[src/rtl/kbs_pkg.sv]
// Package for the keyed blob store: sizes, operation and result codes,
// controller states and the command/status structs. No dependencies.
package kbs_pkg;

  localparam int TBL_SLOTS   = 16;
  localparam int BLOB_BYTES  = 32;
  localparam int STG_SLOTS   = 6;
  localparam int MAX_RESULTS = 32;

  localparam int KEY_W     = 16;
  localparam int REQ_W     = 12;
  localparam int LEN_W     = $clog2(BLOB_BYTES + 1);
  localparam int TBL_AW    = (TBL_SLOTS > 1) ? $clog2(TBL_SLOTS) : 1;
  localparam int STG_AW    = (STG_SLOTS > 1) ? $clog2(STG_SLOTS) : 1;
  localparam int CNT_W     = $clog2(STG_SLOTS + 1);
  localparam int TMEM_D    = TBL_SLOTS * BLOB_BYTES;
  localparam int SMEM_D    = STG_SLOTS * BLOB_BYTES;
  localparam int TMEM_AW   = (TMEM_D > 1) ? $clog2(TMEM_D) : 1;
  localparam int SMEM_AW   = (SMEM_D > 1) ? $clog2(SMEM_D) : 1;
  localparam logic [KEY_W-1:0] KEY_LIMIT_RST = KEY_W'(512);

  typedef enum logic [1:0] {
    OP_LOOKUP  = 2'd0,
    OP_STASH   = 2'd1,
    OP_PROMOTE = 2'd2,
    OP_CLEAR   = 2'd3
  } op_e;

  typedef enum logic [1:0] {
    RK_MISS    = 2'd0,
    RK_DATA    = 2'd1,
    RK_PROMOTE = 2'd2,
    RK_CLEAR   = 2'd3
  } kind_e;

  typedef enum logic [2:0] {
    ST_IDLE,
    ST_PR_SCAN,
    ST_PR_COPY,
    ST_PR_DRAIN,
    ST_LK_READ,
    ST_LK_EMIT,
    ST_EMIT
  } state_e;

  typedef struct packed {
    logic  stash;
    logic  end_stage;
    logic  pr_start;
    logic  pr_sel;
    logic  pr_skip;
    logic  copy_step;
    logic  lk_start;
    logic  lk_read;
    logic  lk_adv;
    logic  out_load;
    kind_e out_kind;
    logic  out_last;
  } cmd_t;

  typedef struct packed {
    logic pr_more;
    logic pr_len_zero;
    logic copy_done;
    logic lk_hit;
    logic lk_last;
    logic out_free;
  } sts_t;

endpackage

[src/rtl/kbs_ctrl.sv]
// Controller FSM for the keyed blob store: sequences stash, promote,
// lookup and result words. Depends on kbs_pkg.
module kbs_ctrl import kbs_pkg::*; (
  input  logic       clk_i,
  input  logic       rst_ni,
  input  logic       in_valid_i,
  output logic       in_stall_o,
  input  logic [1:0] operation_i,
  input  sts_t       sts_i,
  output cmd_t       cmd_o
);

  state_e state_q, state_d;
  kind_e  kind_q, kind_d;

  always_ff @(posedge clk_i or negedge rst_ni) begin
    if (!rst_ni) begin
      state_q <= ST_IDLE;
      kind_q  <= RK_MISS;
    end else begin
      state_q <= state_d;
      kind_q  <= kind_d;
    end
  end

  always_comb begin
    state_d    = state_q;
    kind_d     = kind_q;
    cmd_o      = '0;
    cmd_o.out_kind = RK_MISS;
    in_stall_o = (state_q != ST_IDLE);
    case (state_q)
      ST_IDLE: begin
        if (in_valid_i) begin
          case (op_e'(operation_i))
            OP_LOOKUP: begin
              cmd_o.lk_start = 1'b1;
              if (sts_i.lk_hit) begin
                state_d = ST_LK_READ;
              end else begin
                kind_d  = RK_MISS;
                state_d = ST_EMIT;
              end
            end
            OP_STASH: cmd_o.stash = 1'b1;
            OP_PROMOTE: begin
              cmd_o.pr_start = 1'b1;
              state_d = ST_PR_SCAN;
            end
            default: begin
              cmd_o.end_stage = 1'b1;
              kind_d  = RK_CLEAR;
              state_d = ST_EMIT;
            end
          endcase
        end
      end
      ST_PR_SCAN: begin
        if (!sts_i.pr_more) begin
          cmd_o.end_stage = 1'b1;
          kind_d  = RK_PROMOTE;
          state_d = ST_EMIT;
        end else if (sts_i.pr_len_zero) begin
          cmd_o.pr_skip = 1'b1;
        end else begin
          cmd_o.pr_sel = 1'b1;
          state_d = ST_PR_COPY;
        end
      end
      ST_PR_COPY: begin
        if (sts_i.copy_done) begin
          state_d = ST_PR_DRAIN;
        end else begin
          cmd_o.copy_step = 1'b1;
        end
      end
      ST_PR_DRAIN: begin
        cmd_o.pr_skip = 1'b1;
        state_d = ST_PR_SCAN;
      end
      ST_LK_READ: begin
        cmd_o.lk_read = 1'b1;
        state_d = ST_LK_EMIT;
      end
      ST_LK_EMIT: begin
        if (sts_i.out_free) begin
          cmd_o.out_load = 1'b1;
          cmd_o.out_kind = RK_DATA;
          cmd_o.out_last = sts_i.lk_last;
          if (sts_i.lk_last) begin
            state_d = ST_IDLE;
          end else begin
            cmd_o.lk_adv = 1'b1;
            state_d = ST_LK_READ;
          end
        end
      end
      ST_EMIT: begin
        if (sts_i.out_free) begin
          cmd_o.out_load = 1'b1;
          cmd_o.out_kind = kind_q;
          cmd_o.out_last = 1'b1;
          state_d = ST_IDLE;
        end
      end
      default: state_d = ST_IDLE;
    endcase
  end

endmodule

[config.mk]
export PLATFORM = sky130hd
export DESIGN_NAME = kbs_ctrl
export DESIGN_NICKNAME = d
export VERILOG_FILES = /design/src/rtl/kbs_pkg.sv /design/src/rtl/kbs_ctrl.sv
export SDC_FILE = /design/constraint.sdc
export NUM_CORES = 1
export LEC_CHECK = 0
export ABC_AREA = 1
export BUFFER_PORTS_ARGS = -buffer_cell sky130_fd_sc_hd__buf_2
export CAP_MARGIN = 20
export CORE_AREA = 2 2 39 41
export CTS_CLUSTER_SIZE = 24
export DETAILED_ROUTE_END_ITERATION = 7
export DIE_AREA = 0 0 41 43
export PLACE_DENSITY = 0.73
export SLEW_MARGIN = 20
export SYNTH_ARGS = -nofsm -noshare
export SYNTH_HDL_FRONTEND = slang
export SYNTH_SLANG_ARGS = --single-unit
export TNS_END_PERCENT = 10
[constraint.sdc]
create_clock -name clk_i -period 2.7 [get_ports clk_i]
set_input_delay 0.405 -clock clk_i [delete_from_list [all_inputs] [get_ports clk_i]]
set_output_delay 0.405 -clock clk_i [all_outputs]
set_load 0.05 [all_outputs]
==> results of run 1 <==
==> cells in the mapped netlist <==
cell type and number:
sky130_fd_sc_hd__nand2_1 21, sky130_fd_sc_hd__nor2_1 10, sky130_fd_sc_hd__inv_1 9, sky130_fd_sc_hd__dfrtp_1 5, sky130_fd_sc_hd__ha_1 5, sky130_fd_sc_hd__nand3_1 5
sky130_fd_sc_hd__inv_2 4, sky130_fd_sc_hd__nand3_2 4, sky130_fd_sc_hd__o21ai_0 4, sky130_fd_sc_hd__a21oi_1 3, sky130_fd_sc_hd__nor2_2 3, sky130_fd_sc_hd__nor3_1 3
sky130_fd_sc_hd__nand2_2 2, sky130_fd_sc_hd__a21boi_2 1, sky130_fd_sc_hd__buf_6 1, sky130_fd_sc_hd__nand4_1 1, sky130_fd_sc_hd__nor2_4 1, sky130_fd_sc_hd__o21a_1 1
sky130_fd_sc_hd__o21ai_1 1, sky130_fd_sc_hd__o21ai_2 1, sky130_fd_sc_hd__o22ai_1 1
==> power breakdown <==
| part | internal [mW] | leakage (nW) | total, mW | switching, mW |
|---|---|---|---|---|
| logic | 0.146 | 0.365 | 0.513 | 0.368 |
| registers | 0.112 | 0.0592 | 0.178 | 0.0658 |
| clock network | 0.0559 | 0.0150 | 0.0879 | 0.0320 |
==> how the worst min path moves through the flow <==
stage	slack [ps]	endpoint	startpoint
2_1_floorplan	110	kind_q[0]	rst_ni
3_3_place_gp	220	kind_q[1]	rst_ni
3_5_place_dp	220	kind_q[1]	rst_ni
4_1_cts	490	state_q[1]	rst_ni
5_1_grt	510	state_q[1]	rst_ni
6_report	490	state_q[1]	rst_ni
==> cells in the final DEF, fill, tap and decap left out, drive strengths merged <==
cell	n
a21boi	1
nor3	3
o21a	1
nand2	23
dfrtp	5
clkbuf	4
inv	13
o22ai	1
ha	5
nand3	9
a21oi	3
dlygate4sd3	1
nor2	14
o21ai	6
buf	24
nand4	1
==> cell type report <==
cell class	instances	area [sq um]	area share
multi-input cells	67	382	0.521
well taps	16	20.0	0.0274
flip-flops and latches	5	125	0.171
repair buffers	25	130	0.178
clock buffers	4	26.3	0.0359
inverters	13	48.8	0.0667
==> layer usage <==
layer | vias to the layer above | global-route usage | part of all wire
met4 | 0 | 0.0800 | 0.019
li1 | 330 | - | -
met5 | - | 0 | 0
met1 | 289 | 0.210 | 0.44
met2 | 18 | 0.278 | 0.49
met3 | 2 | 0.0157 | 0.047
==> sequential cells by signal, summed over array words and instances, names as in the netlist <==
register and flops:
kind_q 2, state_q 3
==> what timing repair did <==
| action | 4_1_cts | 5_1_grt |
|---|---|---|
| buffers inserted | 0 | 0 |
| hold buffers | 1 | 0 |
| hold endpoints to repair | 5 | 0 |
==> logic make-up after synthesis <==
kind of cell             Yosys count  synth area share
AND/OR/NAND/NOR                   50             0.433
adder cells (fa/ha/maj)            5             0.110
buffers and inverters             14             0.106
flip-flops                         5             0.221
AO/OA/AOI/OAI                     12             0.130
==> stage by stage <==
step | total power [mW] | utilization
2_1_floorplan | 0.594 | -
3_3_place_gp | 0.680 | 0.503
3_5_place_dp | 0.686 | 0.503
4_1_cts | 0.779 | 0.529
5_1_grt | 0.844 | 0.529
6_report | 0.779 | 0.529
==> summary by stage, run 1 <==
Timing
The post-route clock skew is 3.27 ps. The worst path in the final design needs a cycle of 1970 ps, including I/O delays and setup. The highest clock rate is 509 MHz. For the pin with the worst max-slew slack, the measured transition is 339 ps. Of the available clock period, the critical path in the final layout requires 0.728. The least setup slack across all paths after layout is between 700 and 800 ps. Across all hold checks on the routed design, the worst slack comes to just under 500 ps.

In the final timing run, aggregate negative setup slack is 0 ps. The hold violation count in the final report came to 0. In this run the tightest slew margin relative to its limit is 0.774. Setup violations remaining at the end of the flow were counted as 0. Setup repair after global routing left no endpoint under its margin. The final number of max-transition violations was 0.

Routing
The total length of routed wires is 1290 um. The via density per instance is just under 5. In this run, the number of DRC markers left after iteration 0 of detailed routing was 10. For this run, the detailed router's first-pass iteration total came to 4. The detail-routed net length per standard cell is 9.90 um. The number of nets with antenna violations after routing is 0. The final route contains 639 vias.

The count of unresolved DRC violations after routing is 0.

Setup path
STA classifies the critical path endpoint as an output pin. The worst setup path is launched from a flip-flop. The worst register-to-register path begins at state_q[0]. The category of the critical setup timing path is flip-flop to output pin.

The logic depth of the worst path, buffers included is 5. The register-to-register setup slack is 1420 ps. The critical path contains buffers and inverters numbering 2 combined. The critical path goes through inv_2 > nand3_2 > o21ai_2 > o21a_1 > buf_2. For this run, the slowest stage of the critical path takes 490 ps. The number of cells traversed by the worst register-to-register path is 7. In this run the worst setup path begins at state_q[0].

Of all nets on the critical path, the largest fanout is 9. The kind of cell with the highest combined delay on the critical path is flip-flops. The end of the worst register-to-register path is state_q[0]. Data on the critical path is required at its endpoint by 2300 ps. The library cell contributing the largest single delay on the critical path is sky130_fd_sc_hd__dfrtp_1. Data arrives at the worst endpoint at 1560 ps. The critical path endpoint is cmd_o[0].

Placed design
The placed instance count is 125. At the end of routability-driven placement, the weighted congestion stood at 0.824. The wire-length estimate of the detail-placed layout is 1060 um. The count of buffers inserted at the top-level ports is 24. The cell area after placement is 696 sq um. At the placement stage, the worst setup path has a slack of 994 ps.

Die
Measured along the x axis, the die boundary spans 41 um. The die boundary height is 43 um. For this configuration, the core starts out at a cell density of 0.410. The area of the core is 1380 sq um. The floorplan row count is 14.

25 I/O pins were placed. The floorplan step defined a die boundary enclosing ~1800 sq um.

Yosys
By area the synthesized netlist is led by sky130_fd_sc_hd__dfrtp_1, sky130_fd_sc_hd__nand2_1, sky130_fd_sc_hd__ha_1. The post-synthesis sequential element count is 5. The share of synthesized area in the top cell type comes to 0.221. In this run the mean area of a mapped cell was 6.59 sq um. Counting every net in the synthesized netlist gives approximately 100. The biggest area consumer among synthesized cells is sky130_fd_sc_hd__dfrtp_1. The number of cells produced by synthesis is between 80 and 90. The number of library cell types mapped by synthesis is 21. The share of synthesized area occupied by flip-flops and latches is 0.221.

In this run the cell area of the synthesized design comes to 567 sq um. The synthesis warning total is 0.

Status
The run finished with clean final reports.

Global route
Summed over all layers, the global routing overflow is 0. The number of antenna violations at the first check in global routing is 0. The number of global-route vias before repair is roughly 520. The pin count of the biggest net entering global routing is 10. For this run, the total global-route usage over all layers was measured as 0.170.

The global-route wire length before repair is 2080 um.

CTS
The tree is rooted in a sky130_fd_sc_hd__clkbuf_4. The CTS tree is yes. In this run the number of H-tree levels came out at 1.

The clock sink total is 5. The maximum clock insertion buffer count is 2. Clock tree synthesis inserted a total of 3 buffers. Clock-pin slew was measured on the worst setup and hold paths at 40 ps.

The later pin in the worst-skew pair is clocked with a latency of approximately 250 ps. Post-CTS repair changed the size of 0 cells.

Layout
The final cell count without fillers is 130. The area growth from synthesis to layout is 29.1%. Of the cells placed in the final design, the portion with a size suffix greater than 1 is 0.377.

The post-layout instance area is about 730 sq um. The diode insertion count for antenna repair is 0. The final layout contains 131 nets.

The layout has 155 filler cells.

Pwr
Across the VDD grid, the largest voltage drop is 0.000371 V. For this design the static power due to leakage is 0.439 nW. The power density normalized to cell area is roughly 1100 nW/um^2.

Min path
The worst hold path belongs to the class primary input to asynchronous set/reset pin.

Flow run
Across the run, the number of max-cap violations was 0.
No activity file was read; power rests on OpenSTA's default activity.
==> run 2, diff against run 1 <==
Settings changed: ABC_AREA 1 to 0, PLACE_DENSITY 0.73 to 0.7.
Clock period 2.7 ns to 2 ns, I/O delays scaled along.
==> run 2 against run 1 <==
Against the previous run:
- via count shrank 7.8%
- clock skew fell by 2.0 ps
- global-route usage down 1.2 points
- area after synthesis decreased by 6.0%
- clock power is 32% higher
- worst setup slack lost 660 ps
- wire length down 3.1%
- die area did not move
- flip-flop and latch count unchanged
- final area decreased by 0.51%
- worst hold slack got worse by 120 ps
==> summary by stage, run 2 <==
Yosys
The number of nets in the synthesized netlist came to 84 (-18%). The number of cells produced by synthesis is 68 (-21%). Ranked by instance count, the synthesized netlist is headed by sky130_fd_sc_hd__a21oi_1, sky130_fd_sc_hd__nor3_1, sky130_fd_sc_hd__dfrtp_1, sky130_fd_sc_hd__ha_1, sky130_fd_sc_hd__nand2_1.

The count of flip-flops with a built-in enable after synthesis is 0 (unchanged). The average size of a mapped cell was 7.84 sq um (+19%). The number of library cell types mapped by synthesis is 27 (+29%). In the post-synthesis netlist, the biggest area contributors are sky130_fd_sc_hd__dfrtp_1, sky130_fd_sc_hd__ha_1, sky130_fd_sc_hd__a21oi_1.

Among all flip-flop cells after synthesis, the most frequent one is sky130_fd_sc_hd__dfrtp_1. The synthesis warning total is 0 (unchanged). By instance count, the leading cell after synthesis is sky130_fd_sc_hd__a21oi_1. The share of the synthesized area in the top cell type is 0.235 (+0.0140).

The share of synthesized area occupied by flip-flops and latches is 0.235 (+0.0140). The share of synthesized flip-flops with an asynchronous set or reset is 1.00 (unchanged). The cell area after technology mapping was 533 sq um (-6.0%).

Summed over all instances, the cell type with the most area after synthesis is sky130_fd_sc_hd__dfrtp_1. The post-synthesis sequential element count was 5 (unchanged).

Flow run
The number of maximum-capacitance violations was 0 (unchanged).

Routing
The count of unresolved DRC violations after routing is 0 (unchanged). The via density per instance is 5.21 (+6.0%). The detail-routed net length per standard cell is 11.0 um (+11%). The first-pass detailed-route iteration total is 4 (unchanged). The count of routing violations after the opening detailed-route iteration was 13 (+3).

The number of nets with antenna violations after routing is 0 (unchanged). The count of vias placed by the detailed router is 589 (-7.8%). The total length of routed wires is 1250 um (-3.1%).

CTS
The clock-pin transition on the worst setup and hold timing paths came to 50 ps (about the same). The insertion delay of the later-clocked pin in the worst-skew pair is 240 ps (about the same). The number of H-tree branching levels is 1 (unchanged). TritonCTS built the clock tree. The maximum clock insertion buffer count was 2 (unchanged). The number of clock buffers inserted by TritonCTS is 3 (unchanged). The clock sink total is 5 (unchanged). The cell at the root of the clock tree is sky130_fd_sc_hd__clkbuf_4.

Global route
The number of global-route vias before repair is 500 (-3.7%). The global-route wire length before repair is 1970 um (-5.6%). The global-route usage over all layers came to 0.158 (-0.0117).

The remaining global-route overflow came to 0 (unchanged). The number of antenna violations at the first check in global routing is 0 (unchanged). The pin count of the biggest net entering global routing is 16 (+6).

Layout
The register bank with the most flops is state_q. The diode insertion count for antenna repair is 0 (unchanged). The flip-flop count of the largest register, all copies and words added is 3 (unchanged). The leading cell type in the layout, fill and taps excluded is sky130_fd_sc_hd__buf_2. The post-layout instance area came to 728 sq um (-0.51%). The post-route core utilization is 0.526 (-0.00271). The area growth from synthesis to layout is 36.6%.

The largest registers in the layout are state_q (3), kind_q (2). The share of post-route cells with drive strength above 1 is 0.371 (-0.00606). The layout net count came to 114 (-13%). The library cells used most frequently in the layout, excluding fill and tap cells, are sky130_fd_sc_hd__buf_2, sky130_fd_sc_hd__a21oi_1, sky130_fd_sc_hd__nor3_1.

Pwr
The clock group share of total power is 0.106 (-0.007). The worst ir drop on vdd is 0.000612 V (+65%). The part of the total power dissipated in combinational logic came to 0.718 (+0.059). The power spent charging and discharging nets is 607 uW (+30%). The static leakage power is 0.376 nW (-14%). The internal power component is 493 uW (+57%).

The power density normalized to cell area is 1510 nW/um^2 (+42%). The switching power share of the total is 0.552 (-0.0455). The share of total power in sequential cells is 0.176 (-0.052).

Setup path
The sort of element at the end of the critical path is an output pin. The endpoint required time on the critical path is 1700 ps (-600 ps). The category of the critical setup timing path is flip-flop to output pin. The peak fanout along the critical path was 7 (-2). The kind of start point of the critical path is a flip-flop. The arrival time at the worst endpoint is 1620 ps (+60 ps).

Timing
Of the available clock period, the critical path in the final layout requires 0.961. The hold slack is 371 ps (-122 ps). The worst-margin pin slew is 349 ps (+9.30 ps). The minimum clock period after layout is around 1900 ps. The hold violation count in the final report is 0 (unchanged). The post-route clock skew is 1.26 ps (-2.01 ps).

The highest clock rate is 520 MHz. Setup repair after global routing could not meet its margin everywhere. The final number of max-transition violations is 0 (unchanged). The max-slew headroom at the worst pin came to 0.766 (-0.00747). The count of endpoints failing setup in the final report came to 0 (unchanged).

Placed design
The count of buffers inserted at the top-level ports is 24 (unchanged). The cell area after placement is 688 sq um (-1.1%). The placed wire-length estimate after detailed placement is 1010 um (-4.3%).

The placer congestion estimate was 0.785 (-4.7%).

Die
The floorplan die area is 1760 sq um (unchanged). The floorplan row count is 14 (unchanged). The area of the core is 1380 sq um (unchanged). The die outline width is 41 um (unchanged). The I/O pin count is 25 (unchanged). The starting utilization of the core area is 0.385 (-0.0244). The die boundary height is 43 um (unchanged).

Status
The run finished with clean final reports.

Min path
The tightest min-delay check is of the primary input to flip-flop type.
run 2: layout make-up:
class	instances	area (sq um)
fill	126	656
multi-input combinational	55	382
timing repair buffer	28	155
sequential	5	125
clock buffer	3	22.5
tap	16	20.0
inverter	5	18.8
clock inverter	1	5.00
run 2: metal layers:
layer  track usage  routed length [um]  vias to the layer above
li1              -                   -                      307
met3        0.0314                  90                        0
met4        0.0400                   0                        0
met2         0.238                 573                       23
met1         0.223                 583                      259
met5             0                   0                        -
run 2: repair_timing:
item,in CTS,in global routing
buffers inserted,0,0
hold buffers,1,0
hold endpoints to repair,5,0
resized for setup,0,1
endpoints found under the setup margin,0,2
run 2: critical path: stages, from the launching register on:
cell and delay, ps:
sky130_fd_sc_hd__dfrtp_1 440, sky130_fd_sc_hd__or3b_4 440, sky130_fd_sc_hd__nor2_1 160, sky130_fd_sc_hd__a31o_1 120, sky130_fd_sc_hd__clkbuf_4 220
run 2: final timing paths:
| path | start | to | slack (ps) | cells after the start |
|---|---|---|---|---|
| worst max-delay path | state_q[0] | cmd_o[11] | 80 | 4 |
| worst min-delay path | sts_i[2] | kind_q[1] | 370 | 3 |
| worst max register to register | state_q[1] | state_q[1] | 420 | 5 |
| worst min register to register | kind_q[1] | kind_q[1] | 570 | 2 |
| max in group asynchronous | rst_ni | state_q[1] | 1470 | 2 |
| min in group asynchronous | rst_ni | kind_q[0] | 400 | 2 |
run 2: through the flow:
| step | setup WS (ps) | std cells | power (mW) | TNS, ps |
|---|---|---|---|---|
| 6_report | 78.3 | 113 | 1.10 | 0 |
| 4_1_cts | 58.3 | 113 | 1.10 | 0 |
| 5_1_grt | -4.20 | 113 | 1.19 | -4.20 |
| 3_3_place_gp | 356 | 108 | 0.977 | 0 |
| 3_5_place_dp | 327 | 108 | 0.979 | 0 |
| 2_1_floorplan | -282 | 68 | 0.798 | -427 |
run 2: power by group through the flow:
stage	Combinational (mW)	Sequential, mW	Clock (mW)
4_1_cts	0.788	0.194	0.121
6_report	0.790	0.194	0.116
3_5_place_dp	0.785	0.194	0
2_1_floorplan	0.610	0.189	0
5_1_grt	0.857	0.200	0.130
3_3_place_gp	0.783	0.194	0
run 2: cell families (layout without fill, tap and decap cells):
group,after synthesis,after routing,synth area share
buffers and inverters,8,37,0.0610
AOI/OAI and AO/OA,18,18,0.218
muxes,3,3,0.0563
DFF,5,5,0.235
and+or+nand+nor,29,29,0.312
adders and majority gates,5,5,0.117
==> run 3, diff against run 2 <==
Settings changed: PLACE_DENSITY 0.7 to 0.76.
==> run 3 against run 2 <==
Against the previous run:
- clock-buffer cell count rose by 1
- final cell count up 0.88%
- critical path depth unchanged
- total power rose by 0.14%
- wire length about the same
==> summary by stage, run 3 (synthesized netlist as in run 2, its figures left out) <==
Status
The run finished with clean final reports.

Layout
The layout net count is 115 (+0.88%). The area growth from synthesis to layout is 37.6%. The final cell count without fillers is 114 (+0.88%). The final-layout fill cell count is 144 (+14%). The leading cell type in the layout, fill and taps excluded is sky130_fd_sc_hd__buf_2. Leaving out fill and tap cells, the most frequent cells in the layout are sky130_fd_sc_hd__buf_2, sky130_fd_sc_hd__a21oi_1, sky130_fd_sc_hd__nor3_1, sky130_fd_sc_hd__nand2_1, sky130_fd_sc_hd__ha_1. The post-route core utilization is 0.530 (+0.00362). The share of post-route cells with drive strength above 1 is 0.378 (+0.00642). The diode insertion count for antenna repair is 0 (unchanged). The largest registers in the layout are state_q (3), kind_q (2). The flip-flop count of the largest register, all copies and words added is 3 (unchanged).

The register bank with the most flops is state_q.

Timing
The hold slack is 371 ps (-0.385 ps). The highest clock rate is 530 MHz (+1.9%). The hold violation count in the final report is 0 (unchanged). The post-route clock skew came to 0.899 ps (-0.360 ps). The final number of max-transition violations is 0 (unchanged). Setup repair after global routing left no endpoint under its margin.

The worst-margin pin slew is 357 ps (+7.83 ps). The minimum clock period after layout is 1890 ps (-34.9 ps). The final critical-path share of the clock period was 0.943 (-0.0175). The max-slew headroom at the worst pin was 0.761 (-0.00525).

The count of endpoints failing setup in the final report came to 0 (unchanged).

Routing
The first-pass detailed-route iteration total is 4 (unchanged). The via density per instance came to 5.16 (-1.0%). The count of unresolved DRC violations after routing was 0 (unchanged). The detail-routed net length per standard cell is 10.9 um (-0.96%). The total length of routed wires came to 1250 um (about the same). The count of routing violations after the opening detailed-route iteration is 12 (-1).

The number of nets with antenna violations after routing is 0 (unchanged). The count of vias placed by the detailed router was 588 (-0.17%).

Placed design
The placer congestion estimate is 0.787 (+0.27%). The placed instance count is 109 (+0.93%). The placed wire-length estimate after detailed placement is 1040 um (+3.3%). The count of buffers inserted at the top-level ports was 24 (unchanged).

Global route
The global-route usage over all layers was 0.169 (+0.0106). The global-route wire length before repair was 2040 um (+3.5%). The number of global-route vias before repair came to 496 (-0.80%).

The pin count of the biggest net entering global routing came to 10 (-6). The remaining global-route overflow is 0 (unchanged). The number of antenna violations at the first check in global routing came to 0 (unchanged).

Setup path
The category of the critical setup timing path is flip-flop to output pin. The worst setup path is launched from a flip-flop. The register-to-register setup slack was 420 ps (about the same). The startpoint of the lowest-slack register-to-register path is state_q[1]. The number of cells traversed by the worst register-to-register path came to 5 (unchanged). The arrival time at the worst endpoint is 1590 ps (-30 ps). The sort of element at the end of the critical path is an output pin.

The launching instance or port of the critical path is state_q[0]. The endpoint required time on the critical path came to 1700 ps (about the same). The peak fanout along the critical path came to 9 (+2).

The critical path endpoint is cmd_o[11]. The worst register-to-register path ends at state_q[1].

CTS
The clock sink total came to 5 (unchanged). The number of clock buffers inserted by TritonCTS is 3 (unchanged). The number of H-tree branching levels came to 1 (unchanged).

The maximum clock insertion buffer count is 2 (unchanged). The clock-pin transition on the worst setup and hold timing paths is 40 ps (about the same). The number of setup buffers added after CTS is 0 (unchanged). TritonCTS built the clock tree. CTS placed an instance of sky130_fd_sc_hd__clkbuf_4 at the clock tree root. The insertion delay of the later-clocked pin in the worst-skew pair is 240 ps (about the same).

Flow run
The number of maximum-capacitance violations is 0 (unchanged).

Die
The floorplan die area is 1760 sq um (unchanged). The floorplan row count was 14 (unchanged). The starting utilization of the core area came to 0.385 (unchanged).

The area of the core was 1380 sq um (unchanged). The I/O pin count is 25 (unchanged). The die boundary height was 43 um (unchanged). The die outline width came to 41 um (unchanged).

Min path
The number of cells on the worst hold path is 3 (unchanged). The path type of the worst min-delay path is primary input to flip-flop.

Pwr
The power density normalized to cell area is 1500 nW/um^2 (-0.54%). The worst ir drop on vdd was 0.000733 V (+20%). The static leakage power came to 0.378 nW (+0.39%). The post-layout total power was 1.10 mW (+0.14%).
==> run 3: cell count changes in the layout (fill, tap and decap cells not counted), sizes merged <==
cell,before,now
clkinv,1,0
buf,26,28
==> run 3: critical path, stage by stage, from the launching register on <==
cell,delay [ps]
sky130_fd_sc_hd__dfrtp_2,430
sky130_fd_sc_hd__or3b_4,420
sky130_fd_sc_hd__nor2_1,140
sky130_fd_sc_hd__a31o_1,110
sky130_fd_sc_hd__buf_2,250
==> run 3: timing repair <==
action | in CTS | in global routing
setup endpoints to repair | 0 | 2
endpoints found under the hold margin | 5 | 0
resized for setup | 0 | 1
hold buffers | 1 | 0
==> run 3: layout make-up <==
| class | count | area, sq um | area share |
|---|---|---|---|
| inverter | 5 | 18.8 | 0.0256 |
| tap | 16 | 20.0 | 0.0273 |
| timing repair buffer | 29 | 160 | 0.218 |
| sequential | 5 | 126 | 0.172 |
| multi-input combinational | 55 | 382 | 0.520 |
| clock buffer | 4 | 26.3 | 0.0358 |
==> run 3: where the power goes <==
part | switching [mW] | leakage [nW] | internal [mW]
Sequential | 0.0519 | 0.0582 | 0.154
Clock | 0.0386 | 0.0150 | 0.0752
Combinational | 0.504 | 0.304 | 0.278
==> run 3: per-layer routing <==
metal | track usage | vias up | share of wire | wire (um)
met2 | 0.256 | 20 | 0.48 | 593
met3 | 0.0471 | 0 | 0.055 | 69
met5 | 0 | - | 0 | 0
met4 | 0.0600 | 0 | 0 | 0
li1 | - | 306 | - | -
met1 | 0.219 | 262 | 0.47 | 583
==> run 3: worst min path at each step <==
| stage | from | to |
|---|---|---|
| floorplan | rst_ni | kind_q[0] |
| global placement | rst_ni | state_q[1] |
| detailed placement | rst_ni | state_q[1] |
| CTS | sts_i[0] | state_q[2] |
| global route | sts_i[0] | state_q[2] |
| finish | sts_i[0] | state_q[2] |
==> run 3: metrics by stage <==
stage | setup WS, ps | TNS, ps | instance area (sq um)
after global routing | 23.2 | 0 | 733
after CTS | 40.3 | 0 | 732
after global placement | 326 | 0 | 696
after floorplan | -282 | -427 | 539
final | 113 | 0 | 733
after detailed placement | 300 | 0 | 696
